File: src/hw/rtl/rttu_pkg.sv
package rttu_pkg;

    localparam int MAX_RADIX_DEF  = 16;
    localparam int MAX_PREFIX_DEF = 2;
    localparam int VALUE_BITS_DEF = 32;

    localparam logic [63:0] DIGIT_LOW_RST  = 64'h3736_3534_3332_3130;
    localparam logic [63:0] DIGIT_HIGH_RST = 64'h6665_6463_6261_3938;
    localparam logic [4:0]  RADIX_RST      = 5'd10;

    typedef struct packed {
        logic [63:0] digit_chars_low;
        logic [63:0] digit_chars_high;
        logic [4:0]  radix_in_use;
        logic [15:0] prefix_chars;
        logic [1:0]  prefix_len;
    } cfg_t;

    // ascii letters A to Z fold to lower case, everything else passes
    function automatic logic [7:0] fold(input logic [7:0] c);
        logic [7:0] r;
        r = c;
        if (c >= 8'h41 && c <= 8'h5A)
        begin
            r = c + 8'd32;
        end
        return r;
    endfunction

endpackage

File: src/hw/rtl/radix_text_to_unsigned.sv
// a zero byte is registered in char_reg, then the value loads the result register
// throughput: one character per cycle unless stalled; one multiply-add per character
// the only stall comes from a zero byte meeting a full result register under stall
// reset (rst_n low, asynchronous) empties both registers, returns to skipping whitespace,
// clears the accumulator and loads the default decimal digit table with no prefix
module radix_text_to_unsigned #(
    parameter int MAX_RADIX  = rttu_pkg::MAX_RADIX_DEF,
    parameter int MAX_PREFIX = rttu_pkg::MAX_PREFIX_DEF,
    parameter int VALUE_BITS = rttu_pkg::VALUE_BITS_DEF
) (
    input  logic        clk,
    input  logic        rst_n,
    input  logic        psel,
    input  logic        penable,
    input  logic        pwrite,
    input  logic [5:0]  paddr,
    input  logic [63:0] pwdata,
    output logic [63:0] prdata,
    output logic        pready,
    input  logic        char_valid,
    output logic        char_stall,
    input  logic [7:0]  char_code,
    output logic        result_valid,
    input  logic        result_stall,
    output logic [31:0] parsed_value
);

    rttu_pkg::cfg_t              cfg;
    logic [VALUE_BITS-1:0]       result_value;
    logic [VALUE_BITS+31:0]      result_ext;

    rttu_cfg u_cfg (
        .clk    (clk),
        .rst_n  (rst_n),
        .psel   (psel),
        .penable(penable),
        .pwrite (pwrite),
        .paddr  (paddr),
        .pwdata (pwdata),
        .prdata (prdata),
        .pready (pready),
        .cfg    (cfg)
    );

    rttu_core #(
        .MAX_RADIX (MAX_RADIX),
        .MAX_PREFIX(MAX_PREFIX),
        .VALUE_BITS(VALUE_BITS)
    ) u_core (
        .clk         (clk),
        .rst_n       (rst_n),
        .cfg         (cfg),
        .char_valid  (char_valid),
        .char_stall  (char_stall),
        .char_code   (char_code),
        .result_valid(result_valid),
        .result_stall(result_stall),
        .result_value(result_value)
    );

    // low 32 bits of the result value, zero filled when it is narrower
    assign result_ext   = {32'd0, result_value};
    assign parsed_value = result_ext[31:0];

endmodule

File: src/hw/rtl/rttu_cfg.sv
module rttu_cfg (
    input  logic               clk,
    input  logic               rst_n,
    input  logic               psel,
    input  logic               penable,
    input  logic               pwrite,
    input  logic [5:0]         paddr,
    input  logic [63:0]        pwdata,
    output logic [63:0]        prdata,
    output logic               pready,
    output rttu_pkg::cfg_t     cfg
);

    localparam logic [2:0] REG_DIGIT_LOW  = 3'd0;
    localparam logic [2:0] REG_DIGIT_HIGH = 3'd1;
    localparam logic [2:0] REG_RADIX      = 3'd2;
    localparam logic [2:0] REG_PREFIX     = 3'd3;
    localparam logic [2:0] REG_PREFIX_LEN = 3'd4;

    rttu_pkg::cfg_t cfg_reg;
    logic [2:0]     reg_index;
    logic           wr_en;

    assign pready    = 1'b1;
    assign reg_index = paddr[5:3];
    assign wr_en     = psel && penable && pwrite && pready;
    assign cfg       = cfg_reg;

    always_ff @(posedge clk or negedge rst_n)
    begin
        if (!rst_n)
        begin
            cfg_reg.digit_chars_low  <= rttu_pkg::DIGIT_LOW_RST;
            cfg_reg.digit_chars_high <= rttu_pkg::DIGIT_HIGH_RST;
            cfg_reg.radix_in_use     <= rttu_pkg::RADIX_RST;
            cfg_reg.prefix_chars     <= 16'd0;
            cfg_reg.prefix_len       <= 2'd0;
        end
        else if (wr_en)
        begin
            unique case (reg_index)
                REG_DIGIT_LOW:  cfg_reg.digit_chars_low  <= pwdata;
                REG_DIGIT_HIGH: cfg_reg.digit_chars_high <= pwdata;
                REG_RADIX:      cfg_reg.radix_in_use     <= pwdata[4:0];
                REG_PREFIX:     cfg_reg.prefix_chars     <= pwdata[15:0];
                REG_PREFIX_LEN: cfg_reg.prefix_len       <= pwdata[1:0];
                default:        ;
            endcase
        end
    end

    always_comb
    begin
        unique case (reg_index)
            REG_DIGIT_LOW:  prdata = cfg_reg.digit_chars_low;
            REG_DIGIT_HIGH: prdata = cfg_reg.digit_chars_high;
            REG_RADIX:      prdata = 64'(cfg_reg.radix_in_use);
            REG_PREFIX:     prdata = 64'(cfg_reg.prefix_chars);
            REG_PREFIX_LEN: prdata = 64'(cfg_reg.prefix_len);
            default:        prdata = 64'd0;
        endcase
    end

endmodule

File: src/hw/rtl/rttu_digit_lookup.sv
module rttu_digit_lookup #(
    parameter int MAX_RADIX = rttu_pkg::MAX_RADIX_DEF,
    localparam int DIGIT_W  = $clog2(MAX_RADIX)
) (
    input  logic [7:0]         char_code,
    input  logic [127:0]       digit_table,
    input  logic [4:0]         radix,
    output logic               hit,
    output logic [DIGIT_W-1:0] digit
);

    logic [7:0] key;

    assign key = rttu_pkg::fold(char_code);

    // parallel compare, walked from the top so the lowest matching entry wins
    always_comb
    begin
        hit   = 1'b0;
        digit = '0;
        for (int i = MAX_RADIX - 1; i >= 0; i--)
        begin
            if (5'(i) < radix && rttu_pkg::fold(digit_table[i*8 +: 8]) == key)
            begin
                hit   = 1'b1;
                digit = DIGIT_W'(i);
            end
        end
    end

endmodule

File: src/hw/rtl/rttu_core.sv
module rttu_core #(
    parameter int MAX_RADIX  = rttu_pkg::MAX_RADIX_DEF,
    parameter int MAX_PREFIX = rttu_pkg::MAX_PREFIX_DEF,
    parameter int VALUE_BITS = rttu_pkg::VALUE_BITS_DEF
) (
    input  logic                  clk,
    input  logic                  rst_n,
    input  rttu_pkg::cfg_t        cfg,
    input  logic                  char_valid,
    output logic                  char_stall,
    input  logic [7:0]            char_code,
    output logic                  result_valid,
    input  logic                  result_stall,
    output logic [VALUE_BITS-1:0] result_value
);

    localparam int DIGIT_W = $clog2(MAX_RADIX);
    localparam int PIDX_W  = $clog2(MAX_PREFIX + 2);

    typedef enum logic [1:0] {
        PH_SKIP,
        PH_PREFIX,
        PH_DIGITS,
        PH_STOP
    } phase_t;

    logic                  in_valid_reg, in_valid_next;
    logic [7:0]            char_reg, char_next;
    phase_t                phase_reg, phase_next;
    logic [PIDX_W-1:0]     pidx_reg, pidx_next;
    logic [VALUE_BITS-1:0] acc_reg, acc_next;
    logic                  out_valid_reg, out_valid_next;
    logic [VALUE_BITS-1:0] out_value_reg, out_value_next;

    logic [4:0]            eff_radix;
    logic [1:0]            eff_plen;
    logic                  is_end;
    logic                  is_space;
    logic                  proc_fire;
    logic                  char_take;
    logic                  dig_hit;
    logic [DIGIT_W-1:0]    dig_val;
    logic [VALUE_BITS-1:0] acc_mac;
    logic [PIDX_W-1:0]     pidx_use;
    logic [PIDX_W-1:0]     pidx_inc;
    logic [7:0]            want;
    logic                  pfx_match;
    logic                  pfx_done;

    assign eff_radix = (cfg.radix_in_use > 5'(MAX_RADIX)) ? 5'(MAX_RADIX)
                                                          : cfg.radix_in_use;
    assign eff_plen  = (cfg.prefix_len > 2'(MAX_PREFIX)) ? 2'(MAX_PREFIX)
                                                         : cfg.prefix_len;

    rttu_digit_lookup #(
        .MAX_RADIX(MAX_RADIX)
    ) u_lookup (
        .char_code  (char_reg),
        .digit_table({cfg.digit_chars_high, cfg.digit_chars_low}),
        .radix      (eff_radix),
        .hit        (dig_hit),
        .digit      (dig_val)
    );

    assign is_end   = (char_reg == 8'd0);
    assign is_space = (char_reg == 8'h20) || (char_reg >= 8'd9 && char_reg <= 8'd13);

    // an end request needs the result register free or draining
    assign proc_fire  = in_valid_reg && (!is_end || !out_valid_reg || !result_stall);
    assign char_stall = in_valid_reg && !proc_fire;
    assign char_take  = char_valid && !char_stall;

    assign acc_mac = acc_reg * VALUE_BITS'(eff_radix) + VALUE_BITS'(dig_val);

    // the first prefix character is compared straight out of the skip phase
    assign pidx_use  = (phase_reg == PH_SKIP) ? '0 : pidx_reg;
    assign pidx_inc  = pidx_use + PIDX_W'(1);
    assign want      = pidx_use[0] ? cfg.prefix_chars[15:8] : cfg.prefix_chars[7:0];
    assign pfx_match = rttu_pkg::fold(char_reg) == rttu_pkg::fold(want);
    assign pfx_done  = 3'(pidx_inc) >= {1'b0, eff_plen};

    always_comb
    begin
        in_valid_next  = in_valid_reg;
        char_next      = char_reg;
        phase_next     = phase_reg;
        pidx_next      = pidx_reg;
        acc_next       = acc_reg;
        out_valid_next = out_valid_reg;
        out_value_next = out_value_reg;

        if (out_valid_reg && !result_stall)
        begin
            out_valid_next = 1'b0;
        end

        if (char_take)
        begin
            in_valid_next = 1'b1;
            char_next     = char_code;
        end
        else if (proc_fire)
        begin
            in_valid_next = 1'b0;
        end

        if (proc_fire)
        begin
            if (is_end)
            begin
                out_valid_next = 1'b1;
                out_value_next = acc_reg;
                phase_next     = PH_SKIP;
                pidx_next      = '0;
                acc_next       = '0;
            end
            else
            begin
                unique case (phase_reg)
                    PH_SKIP, PH_PREFIX, PH_DIGITS:
                    begin
                        if (phase_reg == PH_SKIP && is_space)
                        begin
                            phase_next = PH_SKIP;
                        end
                        else if (phase_reg == PH_DIGITS
                                 || (phase_reg == PH_SKIP && eff_plen == 2'd0))
                        begin
                            if (dig_hit)
                            begin
                                acc_next   = acc_mac;
                                phase_next = PH_DIGITS;
                            end
                            else
                            begin
                                phase_next = PH_STOP;
                            end
                        end
                        else if (!pfx_match)
                        begin
                            acc_next   = '0;
                            phase_next = PH_STOP;
                        end
                        else
                        begin
                            pidx_next  = pidx_inc;
                            phase_next = pfx_done ? PH_DIGITS : PH_PREFIX;
                        end
                    end
                    PH_STOP: phase_next = PH_STOP;
                    default: phase_next = PH_STOP;
                endcase
            end
        end
    end

    always_ff @(posedge clk or negedge rst_n)
    begin
        if (!rst_n)
        begin
            in_valid_reg  <= 1'b0;
            char_reg      <= 8'd0;
            phase_reg     <= PH_SKIP;
            pidx_reg      <= '0;
            acc_reg       <= '0;
            out_valid_reg <= 1'b0;
            out_value_reg <= '0;
        end
        else
        begin
            in_valid_reg  <= in_valid_next;
            char_reg      <= char_next;
            phase_reg     <= phase_next;
            pidx_reg      <= pidx_next;
            acc_reg       <= acc_next;
            out_valid_reg <= out_valid_next;
            out_value_reg <= out_value_next;
        end
    end

    assign result_valid = out_valid_reg;
    assign result_value = out_value_reg;

endmodule

File: config.mk
export PLATFORM = sky130hd
export DESIGN_NAME = radix_text_to_unsigned
export DESIGN_NICKNAME = d
export VERILOG_FILES = /design/src/hw/rtl/rttu_pkg.sv /design/src/hw/rtl/radix_text_to_unsigned.sv /design/src/hw/rtl/rttu_cfg.sv /design/src/hw/rtl/rttu_digit_lookup.sv /design/src/hw/rtl/rttu_core.sv
export SDC_FILE = /design/constraint.sdc
export NUM_CORES = 1
export LEC_CHECK = 0
export BUFFER_PORTS_ARGS = -buffer_cell sky130_fd_sc_hd__buf_4
export CORE_UTILIZATION = 53
export CTS_BUF_LIST = sky130_fd_sc_hd__clkbuf_8 sky130_fd_sc_hd__clkbuf_16
export CTS_CLUSTER_SIZE = 8
export DETAILED_ROUTE_END_ITERATION = 6
export PLACE_DENSITY = 0.77
export SLEW_MARGIN = 40
export SYNTH_ARGS = -nofsm -noshare
export SYNTH_HDL_FRONTEND = slang
export SYNTH_SLANG_ARGS = --single-unit
File: constraint.sdc
create_clock -name clk -period 7.1 [get_ports clk]
set_input_delay 1.42 -clock clk [delete_from_list [all_inputs] [get_ports clk]]
set_output_delay 1.42 -clock clk [all_outputs]
set_load 0.01 [all_outputs]
==> results of run 1 <==
[cell families (layout without fill, tap and decap cells)]
group | Yosys count | in the layout
adders and majority gates | 168 | 168
xor gates and xnor gates | 166 | 166
and+or+nand+nor | 495 | 495
other | 1 | 1
AOI/OAI and AO/OA | 339 | 339
muxes | 190 | 190
DFF | 229 | 229
buffers and inverters | 194 | 386
[stage by stage]
stage | total power [W] | area, um^2 | std cells
after detailed placement | 0.00298 | 19900 | 2363
final | 0.00457 | 21000 | 2422
after global placement | 0.00291 | 19800 | 2361
after floorplan | 0.00257 | 18000 | 1782
after global routing | 0.00478 | 21000 | 2422
after CTS | 0.00457 | 20900 | 2422
[worst register-to-register path: cells and delay by family, from the launching register on]
kind	cells	cell delay, ps
buffers and inverters	3	610
xor gates and xnor gates	1	240
adders and majority gates	4	1790
AOI/OAI and AO/OA	9	1980
and+or+nand+nor	7	1540
DFF	1	430
[final timing paths]
kind | endpoint | startpoint | cells after the start
setup / recovery | u_core.acc_reg[30] | u_core.char_reg[0] | 24
hold / removal | u_core.result_value[10] | u_core.result_value[10] | 1
setup reg to reg | u_core.acc_reg[30] | u_core.char_reg[0] | 24
hold reg to reg | u_core.result_value[10] | u_core.result_value[10] | 1
max in group asynchronous | u_cfg.cfg[34] | rst_n | 3
min in group asynchronous | u_cfg.cfg[58] | rst_n | 1
[per-layer routing]
| layer | GRT usage | wire length [um] |
|---|---|---|
| met1 | 0.396 | 20500 |
| met2 | 0.458 | 22600 |
| met3 | 0.0407 | 3220 |
| met4 | 0.0895 | 1280 |
| met5 | 0 | 0 |
[layout by cell type (no fill, tap or decap), types with 5 or more instances in the layout]
master,count
nand3_1,26
nand3b_1,6
a21oi_1,69
nand2_1,196
nor2b_1,17
mux2_2,168
a41oi_1,9
clkbuf_16,36
a2bb2oi_1,6
o2111ai_1,5
a22o_1,49
o22ai_1,24
dfrtp_1,171
xnor2_1,95
xor2_1,69
o22ai_2,19
dfstp_2,58
nor4_1,19
a31oi_1,21
a22oi_1,6
buf_4,216
nand4_1,17
mux2i_1,19
inv_1,123
or4_1,15
ha_1,82
o31ai_1,5
and2_1,64
o21ai_0,40
fa_1,86
o41ai_1,5
a21boi_0,8
a21o_1,16
nor3_1,33
nor2_1,59
nand2b_1,15
o21bai_1,19
[repair_timing]
action / CTS / global route
setup endpoints to repair: 0 / 3
gates resized for setup: 0 / 7
endpoints found under the hold margin: 0 / 0
[layout make-up]
| cell class | instances | area, um^2 | area share |
|---|---|---|---|
| Clock buffer | 38 | 928 | 0.0443 |
| Clock inverter | 21 | 123 | 0.00585 |
| Inverter | 105 | 394 | 0.0188 |
| Multi-Input combinational cell | 1359 | 11400 | 0.545 |
| Sequential cell | 229 | 5800 | 0.277 |
| Tap cell | 448 | 561 | 0.0267 |
| Timing Repair Buffer | 222 | 1730 | 0.0828 |
[power breakdown]
| group | total, W | internal [W] | switching (W) |
|---|---|---|---|
| sequential | 0.00182 | 0.00154 | 0.000274 |
| combinational | 0.00117 | 0.000560 | 0.000610 |
| clock | 0.00158 | 0.000965 | 0.000614 |
| total | 0.00457 | 0.00307 | 0.00150 |
==> impl_metrics.csv, run 1 <==
group,metric,value,unit
status,outcome,"complete, no violations",
timing,post_route_fraction_of_the_period_consumed_by_the_critical_path,0.946,
clock_network,post-cts-setup-buffers,0,
timing,finalCriticalPeriod,6720,ps
synthesis,synth_compound_gate_area_share,0.138,
timing,layout_setup_ws,383,ps
route,drt-vias-per-instance,6.01,
route,dr.first_iter.drc_count,959,
synthesis,synth.yosys.seq_area_share,0.323,
floorplan,std_cell_core_area,33400,um^2
floorplan,start_util,0.537,
critical_path,path_delay_family,"compound AO/OA/AOI/OAI gates",
synthesis,synth_commonest_cells,"nand2_1, dfrtp_1, mux2_2",
synthesis,synthSimpleGateAreaFrac,0.138,
critical_path,critPathLaunchType,"flip-flop",
grt,global_route_wire_length_before_repair,77700,um
power_and_ir_drop,peak_supply_drop,170,uV
synthesis,post_synth_fa_ha_maj_area_fraction,0.153,
placed_design,buffer_ports.inserted,179,
timing,slew_at_the_pin_with_the_worst_max_slew_slack,847,ps
timing,finalHoldViolCount,0,
timing,maxSlewViolCount,0,
synthesis,synthMostInstantiatedCell,"nand2_1",
clock_network,cts_htree_levels,2,
cells_and_area,final_core_utilization,0.627,
synthesis,number_of_standard_cells_after_synthesis,1782,
critical_path,crit_buf_inv,3,
synthesis,combinational_family_with_the_most_area_after_synthesis,"adder cells",
floorplan,placementRows,67,
critical_path,cp_slowest_cell,"fa_1",
cells_and_area,layout.filler_cells,2697,
clock_network,clock_tree_root_driver_cell,"clkbuf_16",
critical_path,setup.worst_path.class,"flip-flop to flip-flop",
critical_path,timing.critical_path.to_type,"flip-flop",
route,ant_nets,0,
placed_design,globalplace.congestion,0.914,
timing,finalHoldWorstSlack,504,ps
cells_and_area,finish.net_count,2205,
cells_and_area,number_of_antenna_repair_diodes,0,
timing,worst_slew_margin_rel,0.435,
critical_path,worst_path_largest_cell_delay,540,ps
critical_path,rrSetupSlack,380,ps
synthesis,synth-async-reset-ratio,1.00,
timing,achievable-frequency,149,MHz
clock_network,clock_latency_of_the_later_clocked_register_in_the_worst_skew_pair,520,ps
power_and_ir_drop,cellPowerDensity,218,nW/um^2
floorplan,io-pin-count,184,
timing,sum_of_negative_setup_slack,0,ps
clock_network,cts.sinks,229,
floorplan,fp.dieH,186,um
cells_and_area,layout-area-overhead-vs-synth,16.7,%
synthesis,yosysWarningCount,0,
grt,pin_count_of_the_biggest_net_entering_global_routing,73,
synthesis,share_of_yosys_cell_area_claimed_by_the_top_area_cell_type,0.238,
synthesis,yosysTopAreaCell,"dfrtp_1",
timing,report.final.setup_viol,0,
synthesis,syn_avg_cell_area,10.1,um^2
placed_design,place.detailed.hpwl,33900,um
route,remaining_design_rule_violation_count,0,
critical_path,cp_data_arrival_time,7090,ps
route,routedWlPerCell,19.7,um
route,dr_total_vias,14500,
worst_hold_path,holdCritPathClass,"flip-flop to flip-flop",
clock_network,cts_tree,"yes",
synthesis,netlist_area,18000,um^2
synthesis,synth_enable_flop_cells,0,
grt,grt_util_all_layers,0.285,
timing,grt_setup_unrepaired,"false",
timing,finClkSkew,18.4,ps
critical_path,cp.required,7470,ps
route,first_pass_iteration_count_of_the_detailed_router,5,
cells_and_area,post_route_cells_drive_above_1_share,0.277,
cells_and_area,largest_reg_flops,151,
synthesis,synth_mux_area_frac,0.120,
clock_network,post_cts_hold_buffer_count,0,
floorplan,dieWidth,186,um
clock_network,clockBufferDepth,3,
synthesis,synth.lib_cells_used.distinct,80,
synthesis,synthFlopType,"dfrtp_1",
placed_design,dp_slack,210,ps
power_and_ir_drop,power.leakage,9.96,nW
synthesis,postSynthRegisterBits,229,
grt,grt_antenna_before_repair,0,
clock_network,clock_edge_transition_at_the_registers_on_the_reported_setup_and_hold_paths,60,ps
grt,global_route.overflow_total,0,
critical_path,path_max_fanout,11,
clock_network,tritoncts_buffers,35,
synthesis,yosys.area_share.xor_xnor,0.0821,
floorplan,design.die.area,34600,um^2
route,drt-total-wl,47600,um
grt,grt_pass1_vias,14700,
flow_run,maxCapViolCount,0,
critical_path,critical_path.cell_chain,"nor4_2 -> o2bb2ai_2 -> o21bai_4 -> buf_4 -> xnor2_1 -> nor4_1 -> buf_4 -> nor4b_4 -> nand4b_4 -> nor2b_4 -> fa_1 -> ha_1 -> fa_1 -> fa_1 -> a211oi_2 -> o21ai_0 -> a31oi_2 -> o31ai_2 -> a2111oi_0 -> buf_4 -> nor3_1 -> o211ai_1 -> nor3b_1 -> o22ai_1",
synthesis,synth.net_count,2035,
synthesis,ys_top_cells_by_area,"dfrtp_1, mux2_2, fa_1",
No activity file was read; power rests on OpenSTA's default activity.
==> run 2, diff against run 1 <==
--- a/config.mk
+++ b/config.mk
@@ -6,11 +6,12 @@
 export NUM_CORES = 1
 export LEC_CHECK = 0
 export BUFFER_PORTS_ARGS = -buffer_cell sky130_fd_sc_hd__buf_4
-export CORE_UTILIZATION = 53
-export CTS_BUF_LIST = sky130_fd_sc_hd__clkbuf_8 sky130_fd_sc_hd__clkbuf_16
+export CORE_ASPECT_RATIO = 0.7
+export CORE_UTILIZATION = 45
+export CTS_BUF_LIST = sky130_fd_sc_hd__clkbuf_16
 export CTS_CLUSTER_SIZE = 8
 export DETAILED_ROUTE_END_ITERATION = 6
-export PLACE_DENSITY = 0.77
+export PLACE_DENSITY = 0.68
 export SLEW_MARGIN = 40
 export SYNTH_ARGS = -nofsm -noshare
 export SYNTH_HDL_FRONTEND = slang
==> impl_metrics.csv, run 2 (same netlist as run 1, synthesis figures left out) <==
group,metric,value,unit
critical_path,path_max_fanout,17,
route,remaining_design_rule_violation_count,0,
cells_and_area,final_core_utilization,0.541,
power_and_ir_drop,totalPowerFinal,0.00452,W
worst_hold_path,worstHoldStart,"u_core.result_value[8]",
cells_and_area,final_cell_count_no_fill,2497,
floorplan,start_util,0.462,
grt,global_route_wire_length_before_repair,81600,um
floorplan,std_cell_core_area,38900,um^2
timing,worst_slew_margin_rel,0.466,
worst_hold_path,min_path_cells,1,
route,routedWlPerCell,20.6,um
power_and_ir_drop,power_switching,0.00153,W
worst_hold_path,holdCritPathClass,"flip-flop to flip-flop",
cells_and_area,layout.cells.most_common,"buf_4",
critical_path,rr_worst_depth,21,
clock_network,clockBufferDepth,3,
grt,pin_count_of_the_biggest_net_entering_global_routing,95,
power_and_ir_drop,combPwrFrac,0.261,
placed_design,placed_cell_area,19900,um^2
route,dr_total_vias,14500,
timing,finalCriticalPeriod,6720,ps
clock_network,clock_tree_root_driver_cell,"clkbuf_16",
power_and_ir_drop,power.leakage,9.92,nW
route,dr.first_iter.drc_count,967,
critical_path,timing.critical_path.to_type,"flip-flop",
route,first_pass_iteration_count_of_the_detailed_router,5,
clock_network,cts.sinks,229,
critical_path,cp.required,7480,ps
timing,sum_of_negative_setup_slack,0,ps
grt,grt_antenna_before_repair,1,
worst_hold_path,min_to,"u_core.result_value[8]",
placed_design,place.detailed.hpwl,36600,um
placed_design,globalplace.congestion,0.930,
cells_and_area,layout-area-overhead-vs-synth,17.0,%
route,ant_nets,0,
clock_network,tritoncts_buffers,34,
cells_and_area,largest_reg_flops,151,
critical_path,cp_data_arrival_time,7090,ps
cells_and_area,mostFrequentLayoutCells,"buf_4, nand2_1, dfrtp_1, mux2_2, inv_1",
timing,slew_at_the_pin_with_the_worst_max_slew_slack,794,ps
cells_and_area,post_route_cells_drive_above_1_share,0.276,
route,drt-total-wl,51400,um
clock_network,clock_latency_of_the_later_clocked_register_in_the_worst_skew_pair,530,ps
clock_network,post_cts_hold_buffer_count,0,
timing,post_route_fraction_of_the_period_consumed_by_the_critical_path,0.946,
power_and_ir_drop,internal_power_component,0.00299,W
floorplan,fp.dieH,169,um
timing,finClkSkew,22.0,ps
power_and_ir_drop,cellPowerDensity,215,nW/um^2
clock_network,cts_htree_levels,2,
critical_path,rrSetupSlack,380,ps
power_and_ir_drop,power.sequential.fraction,0.406,
critical_path,setup.worst_path.class,"flip-flop to flip-flop",
status,outcome,"complete, no violations",
critical_path,reg2reg_to,"u_core.acc_reg[30]",
flow_run,maxCapViolCount,0,
power_and_ir_drop,clock_power_share,0.333,
clock_network,clock_edge_transition_at_the_registers_on_the_reported_setup_and_hold_paths,50,ps
power_and_ir_drop,sw_frac_of_total,0.338,
floorplan,dieWidth,241,um
floorplan,design.die.area,40700,um^2
placed_design,buffer_ports.inserted,179,
critical_path,critPathLaunchType,"flip-flop",
route,drt-vias-per-instance,5.79,
timing,maxSlewViolCount,0,
grt,grt_util_all_layers,0.256,
floorplan,io-pin-count,184,
cells_and_area,finish.instance_area,21000,um^2
power_and_ir_drop,peak_supply_drop,158,uV
clock_network,cts_tree,"yes",
timing,achievable-frequency,149,MHz
timing,report.final.setup_viol,0,
placed_design,placedCellCount,2438,
critical_path,crit-reg2reg-launch,"u_core.char_reg[1]",
floorplan,placementRows,60,
grt,global_route.overflow_total,0,
grt,grt_pass1_vias,14300,
timing,finalHoldViolCount,0,
cells_and_area,finish.net_count,2203,
-- run 2: what timing repair did --
item / 4_1_cts / 5_1_grt
buffers inserted: 1 / 1
gates cloned: 0 / 0
setup endpoints to repair: 2 / 2
pin swaps: 1 / 1
gates resized for setup: 0 / 13
-- run 2: final cells by class --
class	instances	area, um^2
Tap cell	527	659
Inverter	105	394
Antenna cell	1	2.50
Clock buffer	35	876
Clock inverter	20	96.3
Fill cell	3491	17900
Multi-Input combinational cell	1359	11500
Timing Repair Buffer	221	1720
Sequential cell	229	5800
-- run 2: worst max path at each step --
stage / from / end / slack (ps) / cells past startpoint
final: u_core.char_reg[1] / u_core.acc_reg[30] / 380 / 21
after global routing: u_core.char_reg[1] / u_core.acc_reg[30] / -20 / 23
after CTS: u_core.char_reg[1] / u_core.acc_reg[30] / 200 / 23
after detailed placement: u_core.char_reg[5] / u_core.acc_reg[30] / -20 / 22
after global placement: u_core.char_reg[5] / u_core.acc_reg[30] / 140 / 22
after floorplan: u_core.char_reg[5] / u_core.acc_reg[28] / 750 / 22
-- run 2: power by group through the flow --
stage	sequential (W)	combinational (W)	clock, W
2_1_floorplan	0.00174	0.000834	0
3_3_place_gp	0.00183	0.00111	0
3_5_place_dp	0.00184	0.00116	0
4_1_cts	0.00182	0.00116	0.00154
5_1_grt	0.00187	0.00129	0.00160
6_report	0.00183	0.00118	0.00150
-- run 2: stage by stage --
step / worst slack, ps / hold WS [ps]
CTS: 196 / 509
detailed placement: -21.2 / 497
global placement: 141 / 491
finish: 382 / 504
global route: -16.7 / 515
floorplan: 751 / 490
-- run 2: critical path: stages (launching register included) --
cell       delay, ps
dfrtp_1          470
buf_4            390
xor2_1           110
or4_1            500
or4_1            590
o2111ai_1        280
or3_4            210
nor2b_2          170
fa_1             410
ha_1             330
fa_1             550
fa_1             530
a211oi_2         280
o21ai_0          130
a31oi_1          250
o31ai_1          220
a2111oi_1        400
buf_4            190
nor3_1            60
o211ai_1         160
nor3b_1          220
o22ai_1          100
-- run 2: routing by layer --
metal | routed length (um) | global-route usage | share of wire
met5 | 0 | 0 | 0
met3 | 3930 | 0.0532 | 0.076
met4 | 1060 | 0.0605 | 0.021
met1 | 24500 | 0.393 | 0.48
met2 | 21900 | 0.363 | 0.43
